--- src/rtl/core/sitda_pkg.sv ---
`default_nettype none

package sitda_pkg;

    localparam int VALUE_W   = 32;
    localparam int CAP_W     = 8;
    localparam int MIND_W    = 4;
    localparam int CHAR_W    = 8;
    localparam int S_TDATA_W = 48;
    localparam int NDIG      = 10;
    localparam int BCD_W     = 4 * NDIG;
    localparam int CNT_W     = $clog2(VALUE_W);
    localparam int LEN_W     = 5;

    localparam logic [CHAR_W-1:0] ASCII_ZERO  = 8'h30;
    localparam logic [CHAR_W-1:0] ASCII_MINUS = 8'h2D;
    localparam logic [CHAR_W-1:0] CHAR_NONE   = 8'h00;

    typedef enum logic [2:0] {
        ST_IDLE = 3'b001,
        ST_CONV = 3'b010,
        ST_EMIT = 3'b100
    } t_state;

    typedef struct packed {
        logic              start;
        logic              neg;
        logic [CAP_W-1:0]  cap;
        logic [MIND_W-1:0] minw;
    } t_emit_req;

    typedef struct packed {
        logic busy;
    } t_emit_stat;

endpackage

`default_nettype wire

--- src/rtl/core/signed_int_to_decimal_ascii.sv ---
// Channel   Dir  Handshake             Content
// s_axis    in   i_s_tvalid/o_s_tready value, capacity, min_digits
// m_axis    out  o_m_tvalid/i_m_tready char_out, last, ok
//
// An item is accepted, shifted in bit by bit through the binary-to-BCD
// converter and handed over, then sent as one beat per character (1 to 16).
// Output stalls hold the character register and the sequencer; the next
// item is taken once the last beat of the previous one sits in that register.
// Synchronous active-low reset clears the sequencer and the output valid.
`default_nettype none

module signed_int_to_decimal_ascii (
    input  wire logic                              i_clk,
    input  wire logic                              i_rst_n,
    input  wire logic                              i_s_tvalid,
    output logic                                   o_s_tready,
    // [31:0] value, [39:32] capacity, [43:40] min_digits, [47:44] zero
    input  wire logic [sitda_pkg::S_TDATA_W-1:0]   i_s_tdata,
    output logic                                   o_m_tvalid,
    input  wire logic                              i_m_tready,
    // [7:0] char_out
    output logic [sitda_pkg::CHAR_W-1:0]           o_m_tdata,
    output logic                                   o_m_tlast,
    // [0] ok
    output logic                                   o_m_tuser
);

    sitda_pkg::t_state     r_state, n_state;
    sitda_pkg::t_emit_req  w_req;
    sitda_pkg::t_emit_stat w_stat;

    logic                              w_acc;
    logic [sitda_pkg::VALUE_W-1:0]     w_raw;
    logic [sitda_pkg::VALUE_W-1:0]     w_mag;
    logic                              w_done;
    logic [sitda_pkg::BCD_W-1:0]       w_bcd;
    logic                              r_neg;
    logic [sitda_pkg::CAP_W-1:0]       r_cap;
    logic [sitda_pkg::MIND_W-1:0]      r_minw;

    assign o_s_tready = (r_state == sitda_pkg::ST_IDLE);
    assign w_acc      = i_s_tvalid && o_s_tready;
    assign w_raw      = i_s_tdata[sitda_pkg::VALUE_W-1:0];
    assign w_mag      = w_raw[sitda_pkg::VALUE_W-1] ? (~w_raw + 1'b1) : w_raw;

    always_comb begin
        n_state = r_state;
        unique case (r_state)
            sitda_pkg::ST_IDLE: begin
                if (w_acc) begin
                    n_state = sitda_pkg::ST_CONV;
                end
            end
            sitda_pkg::ST_CONV: begin
                if (w_done) begin
                    n_state = sitda_pkg::ST_EMIT;
                end
            end
            sitda_pkg::ST_EMIT: begin
                if (!w_stat.busy) begin
                    n_state = sitda_pkg::ST_IDLE;
                end
            end
            default: n_state = sitda_pkg::ST_IDLE;
        endcase
    end

    always_ff @(posedge i_clk) begin
        if (!i_rst_n) begin
            r_state <= sitda_pkg::ST_IDLE;
        end else begin
            r_state <= n_state;
        end
        if (w_acc) begin
            r_neg  <= w_raw[sitda_pkg::VALUE_W-1];
            r_cap  <= i_s_tdata[39:32];
            r_minw <= i_s_tdata[43:40];
        end
    end

    assign w_req.start = w_done && (r_state == sitda_pkg::ST_CONV);
    assign w_req.neg   = r_neg;
    assign w_req.cap   = r_cap;
    assign w_req.minw  = r_minw;

    sitda_dabble u_dabble (
        .i_clk   (i_clk),
        .i_rst_n (i_rst_n),
        .i_start (w_acc),
        .i_mag   (w_mag),
        .o_done  (w_done),
        .o_bcd   (w_bcd)
    );

    sitda_emit u_emit (
        .i_clk    (i_clk),
        .i_rst_n  (i_rst_n),
        .i_req    (w_req),
        .i_bcd    (w_bcd),
        .o_stat   (w_stat),
        .i_tready (i_m_tready),
        .o_tvalid (o_m_tvalid),
        .o_char   (o_m_tdata),
        .o_last   (o_m_tlast),
        .o_ok     (o_m_tuser)
    );

    a_idle_quiet: assert property (@(posedge i_clk) disable iff (!i_rst_n)
        (r_state == sitda_pkg::ST_IDLE) |-> !w_stat.busy)
        else $error("sequencer busy while idle");

    a_acc_conv: assert property (@(posedge i_clk) disable iff (!i_rst_n)
        w_acc |=> (r_state == sitda_pkg::ST_CONV))
        else $error("accepted beat did not start conversion");

    a_fail_last: assert property (@(posedge i_clk) disable iff (!i_rst_n)
        (o_m_tvalid && !o_m_tuser) |-> (o_m_tlast && (o_m_tdata == sitda_pkg::CHAR_NONE)))
        else $error("failure beat malformed");

    a_char_ascii: assert property (@(posedge i_clk) disable iff (!i_rst_n)
        (o_m_tvalid && o_m_tuser) |->
            ((o_m_tdata == sitda_pkg::ASCII_MINUS) ||
             ((o_m_tdata >= sitda_pkg::ASCII_ZERO) && (o_m_tdata <= 8'h39))))
        else $error("character outside sign and digits");

endmodule

`default_nettype wire

--- src/rtl/core/sitda_dabble.sv ---
`default_nettype none

module sitda_dabble (
    input  wire logic                           i_clk,
    input  wire logic                           i_rst_n,
    input  wire logic                           i_start,
    input  wire logic [sitda_pkg::VALUE_W-1:0]  i_mag,
    output logic                                o_done,
    output logic [sitda_pkg::BCD_W-1:0]         o_bcd
);

    logic [sitda_pkg::VALUE_W-1:0] r_mag, n_mag;
    logic [sitda_pkg::BCD_W-1:0]   r_bcd, n_bcd;
    logic [sitda_pkg::CNT_W-1:0]   r_cnt, n_cnt;
    logic                          r_run, n_run;
    logic                          r_done, n_done;
    logic [sitda_pkg::BCD_W-1:0]   w_adj;

    // add 3 to every digit of five or more, then shift one bit in
    always_comb begin
        for (int i = 0; i < sitda_pkg::NDIG; i++) begin
            if (r_bcd[4*i +: 4] >= 4'd5) begin
                w_adj[4*i +: 4] = r_bcd[4*i +: 4] + 4'd3;
            end else begin
                w_adj[4*i +: 4] = r_bcd[4*i +: 4];
            end
        end
    end

    always_comb begin
        n_mag  = r_mag;
        n_bcd  = r_bcd;
        n_cnt  = r_cnt;
        n_run  = r_run;
        n_done = 1'b0;
        if (i_start) begin
            n_mag = i_mag;
            n_bcd = '0;
            n_cnt = '0;
            n_run = 1'b1;
        end else if (r_run) begin
            n_bcd = {w_adj[sitda_pkg::BCD_W-2:0], r_mag[sitda_pkg::VALUE_W-1]};
            n_mag = {r_mag[sitda_pkg::VALUE_W-2:0], 1'b0};
            n_cnt = r_cnt + 1'b1;
            if (r_cnt == sitda_pkg::CNT_W'(sitda_pkg::VALUE_W - 1)) begin
                n_run  = 1'b0;
                n_done = 1'b1;
            end
        end
    end

    always_ff @(posedge i_clk) begin
        if (!i_rst_n) begin
            r_run  <= 1'b0;
            r_done <= 1'b0;
            r_cnt  <= '0;
        end else begin
            r_run  <= n_run;
            r_done <= n_done;
            r_cnt  <= n_cnt;
        end
        r_mag <= n_mag;
        r_bcd <= n_bcd;
    end

    assign o_done = r_done;
    assign o_bcd  = r_bcd;

endmodule

`default_nettype wire

--- src/rtl/core/sitda_emit.sv ---
`default_nettype none

module sitda_emit (
    input  wire logic                          i_clk,
    input  wire logic                          i_rst_n,
    input  wire sitda_pkg::t_emit_req          i_req,
    input  wire logic [sitda_pkg::BCD_W-1:0]   i_bcd,
    output sitda_pkg::t_emit_stat              o_stat,
    input  wire logic                          i_tready,
    output logic                               o_tvalid,
    output logic [sitda_pkg::CHAR_W-1:0]       o_char,
    output logic                               o_last,
    output logic                               o_ok
);

    logic [3:0]                  w_nd;
    logic [3:0]                  w_width;
    logic [sitda_pkg::LEN_W-1:0] w_total;
    logic                        w_fail;
    logic                        w_load;

    logic                        r_act, n_act;
    logic                        r_fail, n_fail;
    logic                        r_negp, n_negp;
    logic [3:0]                  r_pad, n_pad;
    logic [3:0]                  r_dig, n_dig;
    logic [sitda_pkg::LEN_W-1:0] r_rem, n_rem;
    logic [3:0]                  w_bcdsel;

    logic                        r_ovalid, n_ovalid;
    logic [sitda_pkg::CHAR_W-1:0] r_char, n_char;
    logic                        r_last, n_last;
    logic                        r_ok, n_ok;
    logic [sitda_pkg::BCD_W-1:0] r_bcd;

    // significant digits, at least one
    always_comb begin
        w_nd = 4'd1;
        for (int i = 1; i < sitda_pkg::NDIG; i++) begin
            if (i_bcd[4*i +: 4] != 4'd0) begin
                w_nd = 4'(i + 1);
            end
        end
        w_width = (i_req.minw > w_nd) ? i_req.minw : w_nd;
        w_total = {1'b0, w_width} + {{(sitda_pkg::LEN_W-1){1'b0}}, i_req.neg};
        w_fail  = {{(sitda_pkg::CAP_W-sitda_pkg::LEN_W){1'b0}}, w_total} > i_req.cap;
    end

    assign w_load   = r_act && (!r_ovalid || i_tready);
    assign w_bcdsel = r_bcd[{r_dig, 2'b00} +: 4];

    always_comb begin
        n_act    = r_act;
        n_fail   = r_fail;
        n_negp   = r_negp;
        n_pad    = r_pad;
        n_dig    = r_dig;
        n_rem    = r_rem;
        n_ovalid = r_ovalid;
        n_char   = r_char;
        n_last   = r_last;
        n_ok     = r_ok;
        if (r_ovalid && i_tready) begin
            n_ovalid = 1'b0;
        end
        if (i_req.start) begin
            n_act  = 1'b1;
            n_fail = w_fail;
            n_negp = i_req.neg;
            n_pad  = w_width - w_nd;
            n_dig  = w_nd - 4'd1;
            n_rem  = w_total;
        end else if (w_load) begin
            n_ovalid = 1'b1;
            if (r_fail) begin
                n_char = sitda_pkg::CHAR_NONE;
                n_last = 1'b1;
                n_ok   = 1'b0;
                n_act  = 1'b0;
            end else begin
                n_ok   = 1'b1;
                n_last = (r_rem == sitda_pkg::LEN_W'(1));
                n_rem  = r_rem - 1'b1;
                if (r_rem == sitda_pkg::LEN_W'(1)) begin
                    n_act = 1'b0;
                end
                if (r_negp) begin
                    n_char = sitda_pkg::ASCII_MINUS;
                    n_negp = 1'b0;
                end else if (r_pad != 4'd0) begin
                    n_char = sitda_pkg::ASCII_ZERO;
                    n_pad  = r_pad - 4'd1;
                end else begin
                    n_char = sitda_pkg::ASCII_ZERO | {4'd0, w_bcdsel};
                    n_dig  = r_dig - 4'd1;
                end
            end
        end
    end

    always_ff @(posedge i_clk) begin
        if (!i_rst_n) begin
            r_act    <= 1'b0;
            r_ovalid <= 1'b0;
        end else begin
            r_act    <= n_act;
            r_ovalid <= n_ovalid;
        end
        r_fail <= n_fail;
        r_negp <= n_negp;
        r_pad  <= n_pad;
        r_dig  <= n_dig;
        r_rem  <= n_rem;
        r_char <= n_char;
        r_last <= n_last;
        r_ok   <= n_ok;
        if (i_req.start) begin
            r_bcd <= i_bcd;
        end
    end

    assign o_stat.busy = r_act;
    assign o_tvalid    = r_ovalid;
    assign o_char      = r_char;
    assign o_last      = r_last;
    assign o_ok        = r_ok;

endmodule

`default_nettype wire

--- config.mk ---
export PLATFORM = sky130hd
export DESIGN_NAME = signed_int_to_decimal_ascii
export DESIGN_NICKNAME = d
export VERILOG_FILES = /design/src/rtl/core/sitda_pkg.sv /design/src/rtl/core/signed_int_to_decimal_ascii.sv /design/src/rtl/core/sitda_dabble.sv /design/src/rtl/core/sitda_emit.sv
export SDC_FILE = /design/constraint.sdc
export NUM_CORES = 1
export LEC_CHECK = 0
export CAP_MARGIN = 5
export CORE_AREA = 5 5 143 145
export CTS_BUF_LIST = sky130_fd_sc_hd__clkbuf_4 sky130_fd_sc_hd__clkbuf_8
export DETAILED_ROUTE_END_ITERATION = 10
export DIE_AREA = 0 0 148 150
export DONT_BUFFER_PORTS = 1
export PLACE_DENSITY = 0.62
export SLEW_MARGIN = 25
export SYNTH_ARGS = -nofsm -noshare
export SYNTH_HDL_FRONTEND = slang
export SYNTH_SLANG_ARGS = --single-unit
--- constraint.sdc ---
create_clock -name i_clk -period 5.1 [get_ports i_clk]
set_input_delay 1.02 -clock i_clk [delete_from_list [all_inputs] [get_ports i_clk]]
set_output_delay 1.02 -clock i_clk [all_outputs]
set_load 0.05 [all_outputs]
==> impl_results.md, run 1 <==
* Status: finished clean
* Final Setup Violations at 0
* Vias/cell at 5.268
* Clock transition at the registers of the reported paths at 0.08 ns
* Placed insts at 1036
* Endpoint type of the worst setup path: flop
* MaxCap Viol Count at 0
* Lkg Pwr at 0.003377 uW
* Critical Path Start Type: flop
* Post-Synth Adder-Cell Area at 6.138%
* Largest family of logic cells by synthesized area: simple AND/OR/NAND/NOR gates
* Clock Tree Buf Depth at 2
* Vias in the first global route at 5417
* First-pass GRT wire length at 27210 um
* Final Max Tran Viols at 0
* Mapped Avg Cell Area at 10.24 um2
* Design area at 0.009144 mm2
* Yosys top cell by area: edfxtp_1
* HP Class: reg -> reg
* TritonCTS buffer count at 17
* Number of synthesis warnings at 0
* Period utilization at 93.17%
* Worst VDD drop at 163.5 uV
* Post-synthesis mux area share at 5.674%
* Grt ovf at 0
* Ys flop type: edfxtp_1
* Slew Limit Headroom at 34.73%
* Pwr/cell area at 324.0 mW/mm2
* Seq/Total Area, Yosys at 51.26%
* Pre-CTS WS at 0.2198 ns
* TritonCTS clock tree: built
* Die Footprint at 0.02220 mm2
* Row count at 51
* Sink Count at 160
* Drt first pass iters at 4
* Maximum operating frequency at 210.5 MHz
* Final hold viol count at 0
* Top Ports at 64
* Diode count at 0
* Synth top area cells: edfxtp_1 39%, dfxtp_1 12%, ha_1 6.1%
* Post-route ant nets at 0
* CTS H-tree depth at 4
* RSZ-0062 raised after global routing: false
* Slew @ Worst Pin at 0.9748 ns
* Core area at 0.01908 mm2
* Synth Area in XOR/XNOR at 6.392%
* Detailed Route WL at 15980 um
* Fin Setup TNS at 0 ns
* WP data required at 5.29 ns
* Mapped Cells at 816
* Post-synth top area share at 38.80%
* Die H at 150 um
* Worst skew pair latency at 0.44 ns
* Final worst setup slack at 0.3483 ns
* DR WL/cell at 14.96 um
* Min Tclk post-route at 4.752 ns
* Initial antenna violation count at 0
* Placer Congestion at 0.8162
* Total global-route track usage at 15.20%
* Pin count of the biggest net entering global routing at 67
* Synth Area in Simple Gates at 15.07%
* #FFs+latches synth at 160
* Share of layout cells above drive strength 1 at 9.639%
* Hold_buf cts at 0
* Port buffer count at 0
* Synth Cell Area at 0.008358 mm2
* FFs w/ async S/R, synth at 0%
* Dominant cell by count in the synthesized netlist: edfxtp_1
* Critical path peak fanout at 5
* DR iter-0 viols at 315
* Non-filler cells, final at 1068
* Clock root buffer: clkbuf_8
* DRC viols at 0
* Netlist cell types at 53
* Crit path DAT at 4.95 ns
* Die W at 148 um
* Nets at 910
* Placed cell areas at 0.008635 mm2
* Post-synth EDFFs at 108
* Worst Skew at 0.007085 ns
* Via count at 5626
* Compound-Gate Fraction of Synth Area at 11.87%
* Initial core utilization at 43.81%
* Final HPWL DP at 11270 um
* Synth-to-Final Area Change at 9.401%
* Crit Path Class: reg -> reg
* Synth top cells by count: 108 x edfxtp_1, 85 x nand2_1, 82 x o21ai_0, 76 x nor2_1, 57 x a21oi_1
metal layers:
layer	GRT usage (%)	up-vias	share of wire (%)
li1	-	2891	-
met4	4.665	0	0.92
met3	3.452	9	4.0
met5	0	-	0
met2	25.46	88	48
met1	19.73	2638	47
cell families after synthesis:
kind of cell	after synthesis
compound gates	176
simple gates	263
buf+inv	77
fa+ha+maj	41
xor+xnor	61
other cells	1
mux	37
flops	160
cell usage in the layout, fill, tap and decap left out, types with 4 or more instances in the layout:
master,n
a21oi_1,56
a31oi_1,5
and2_1,4
buf_4,12
bufinv_16,6
clkbuf_8,18
clkinv_2,4
dfxtp_1,52
edfxtp_1,108
ha_1,41
inv_1,44
mux2i_1,26
mux4_2,8
nand2_1,84
nand2b_1,15
nand3_1,20
nor2_1,76
nor2b_1,4
nor3_1,18
nor3b_1,9
o21ai_0,81
o31ai_1,10
o41ai_1,4
or2_2,5
or3b_2,4
xnor2_1,18
xor2_1,43
cell type report:
cell class              instances  area (um2)
clock inverters                13       231.5
clock buffers                  19       255.2
repair buffers                 12       90.09
flip-flops and latches        160        4284
multi-input cells             580        3810
fillers                      1759        9936
well taps                     238       297.8
inverters                      46       175.2
through the flow:
step	utilization, %	hold WS [ns]	total power [uW]
6_report	47.92	0.4957	2962
5_1_grt	47.92	0.5134	3108
4_1_cts	47.81	0.4952	2987
3_5_place_dp	45.26	0.4778	1859
3_3_place_gp	45.25	0.4699	1853
2_1_floorplan	-	0.4484	1780
timing repair:
| item | 4_1_cts | 5_1_grt |
|---|---|---|
| buffers inserted | 0 | 0 |
| resized for setup | 0 | 5 |
| setup endpoints to repair | 0 | 1 |
flip-flops by register name (all words and copies together) (netlist names), 3 cells and up:
signal / count
u_emit.r_bcd: 40
u_emit.r_rem: 5
r_minw: 4
u_emit.o_char: 6
u_emit.r_pad: 4
u_emit.r_dig: 4
r_cap: 8
r_state: 3
u_dabble.r_cnt: 5
u_dabble.r_mag: 32
u_dabble.o_bcd: 40
critical path, stage by stage (launching register included):
cell and delay (ns):
dfxtp_1 0.36, inv_1 0.11, ha_1 0.21, or3b_2 0.50
o21ai_0 0.31, nand2_1 0.12, nand2_1 0.12, a21oi_4 0.08
ha_1 0.22, nor3_2 0.24, nor3_1 0.09, a211oi_2 0.25
mux2_2 0.39, ha_1 0.19, ha_1 0.20, nor3_1 0.26
nor2_1 0.08, ha_1 0.29, o21a_1 0.10, o21ai_0 0.13
nand2b_1 0.07, a21oi_1 0.14, nor2_1 0.05
final timing paths:
check,start,endpoint,slack [ns],depth (start not counted)
worst max-delay path,u_dabble.o_bcd[16],u_emit.r_fail,0.35,22
worst min-delay path,u_dabble.o_bcd[37],u_emit.r_bcd[37],0.50,0
worst max register to register,u_dabble.o_bcd[16],u_emit.r_fail,0.35,22
worst min register to register,u_dabble.o_bcd[37],u_emit.r_bcd[37],0.50,0
power by group:
part	leakage, uW	internal, uW	switching, uW
Combinational	0.00169	143	214
Clock	0.000240	653	476
Sequential	0.00144	1450	25.4
Note: power is estimated with default switching activity, not from simulation.
==> inputs of run 2 (changes only) <==
CELL_PAD_IN_SITES_DETAIL_PLACEMENT = 0   (was not set)
CELL_PAD_IN_SITES_GLOBAL_PLACEMENT = 1   (was not set)
PLACE_DENSITY = 0.74   (was 0.62)
==> run 2 against run 1 <==
Compared with the run above:
- design area fell by 1.5%
- critical path depth rose by 1
- routed wire length rose by 2.2%
- sequential cell count did not move
- non-clock buffer count did not move
- setup slack got worse by 0.044 ns
- critical path type unchanged
- highest routed layer unchanged
==> impl_results.md, run 2 (synthesis results as in run 1) <==
* DR iter-0 viols at 307
* Final Max Tran Viols at 0
* Die H at 150 um
* RSZ-0062 raised after global routing: false
* Final Setup Violations at 0
* Worst Skew at 0.01180 ns
* Period utilization at 94.03%
* Top Ports at 64
* DRC viols at 0
* Crit Path Class: reg -> reg
* Post-route ant nets at 0
* Slew Limit Headroom at 35.31%
* Final hold viol count at 0
* Clock transition at the registers of the reported paths at 0.09 ns
* Maximum operating frequency at 208.5 MHz
* Initial antenna violation count at 0
* Critical Path Start Type: flop
* TritonCTS clock tree: built
* Post-CTS resize count at 0
* Total global-route track usage at 15.36%
* Status: finished clean
* Crit path DAT at 5.00 ns
* Pwr/cell area at 296.8 mW/mm2
* Hold_buf cts at 0
* Core area at 0.01908 mm2
* Fin Setup TNS at 0 ns
* Row count at 51
* Leading cell type in the layout, fill and taps excluded: edfxtp_1
* Vias/cell at 5.365
* DR WL/cell at 15.28 um
* MaxCap Viol Count at 0
* Grt ovf at 0
* Placer Congestion at 0.8642
* Die Footprint at 0.02220 mm2
* Die W at 148 um
* Worst skew pair latency at 0.45 ns
* Most frequent cells in the layout: 108 x edfxtp_1, 84 x nand2_1, 82 x o21ai_0, 76 x nor2_1, 56 x a21oi_1
* First-pass GRT wire length at 27300 um
* Post-CTS setup buffer count at 0
* Detailed Route WL at 16320 um
* Share of layout cells above drive strength 1 at 9.639%
* Diode count at 0
* CTS H-tree depth at 4
* WP data required at 5.31 ns
* HP Class: reg -> reg
* Slew @ Worst Pin at 0.9661 ns
* Sink Count at 160
* Pin count of the biggest net entering global routing at 45
* Worst VDD drop at 165.0 uV
* Final worst setup slack at 0.3045 ns
* TritonCTS buffer count at 17
* Clock Tree Buf Depth at 2
* Vias in the first global route at 5570
* Synth-to-Final Area Change at 7.769%
* Pre-CTS WS at 0.2135 ns
* Min Tclk post-route at 4.795 ns
* Port buffer count at 0
* Clock root buffer: clkbuf_8
* Critical path peak fanout at 5
* Via count at 5730
* Final HPWL DP at 11670 um
* Drt first pass iters at 5
* Nets at 910
* Endpoint type of the worst setup path: flop
* Lkg Pwr at 0.003304 uW
* Initial core utilization at 43.81%
[run 2: changes by cell type in the layout (fill, tap and decap cells not counted), moves of 2 or more]
cell / change
clkinv_1: +2
clkinv_4: +2
bufinv_16: -6
inv_6: +3
[run 2: worst paths after layout]
| path | startpoint | endpoint | slack (ns) | cells after the start |
|---|---|---|---|---|
| max | u_dabble.o_bcd[12] | u_emit.r_fail | 0.30 | 23 |
| min | u_dabble.o_bcd[37] | u_emit.r_bcd[37] | 0.51 | 0 |
| max reg2reg | u_dabble.o_bcd[12] | u_emit.r_fail | 0.30 | 23 |
| min reg2reg | u_dabble.o_bcd[37] | u_emit.r_bcd[37] | 0.51 | 0 |
[run 2: layer usage]
layer  vias to the layer above  share of wire, %  GRT usage [%]
li1                       2897                 -              -
met2                       129                49          26.10
met3                        17               4.8          4.543
met5                         -                 0              0
met1                      2687                45          19.20
met4                         0               1.2          4.111
[run 2: report_power, final]
| group | internal [uW] | total, uW | switching (uW) | leakage, uW |
|---|---|---|---|---|
| combinational | 142 | 358 | 216 | 0.00169 |
| sequential | 1450 | 1480 | 26.4 | 0.00144 |
| clock | 348 | 839 | 490 | 0.000174 |
| total | 1940 | 2670 | 732 | 0.00330 |
[run 2: through the flow]
stage	utilization, %	instance area (um2)	std cells	hold slack [ns]	power [uW]
2_1_floorplan	-	8362	817	0.4484	1780
3_3_place_gp	45.25	8633	1036	0.4780	1846
3_5_place_dp	45.25	8633	1036	0.4877	1861
4_1_cts	47.08	8982	1068	0.5071	2704
5_1_grt	47.21	9007	1068	0.5305	2822
6_report	47.21	9007	1068	0.5069	2674
[run 2: area by class of cell]
cell class	instances	area, um2
tap	238	297.8
clock inverter	14	107.6
clock buffer	18	241.5
timing repair buffer	12	90.09
inverter	46	172.7
fill	1727	10070
sequential	160	4284
multi-input combinational	580	3814
[run 2: worst max-delay path: stages (launching register included)]
cell and delay [ns]:
dfxtp_1 0.35, inv_1 0.10, ha_1 0.21, or3b_2 0.52
a21oi_1 0.17, o21ai_0 0.10, nand2_1 0.11, nand2_1 0.08
a21oi_2 0.27, ha_1 0.29, nand3_1 0.11, nor3_1 0.09
a211oi_2 0.21, mux2_2 0.38, ha_1 0.18, ha_1 0.20
nor3_1 0.26, nor2_1 0.07, ha_1 0.30, o21a_1 0.11
o21ai_0 0.15, nand2b_1 0.07, a21oi_1 0.15, nor2_1 0.07
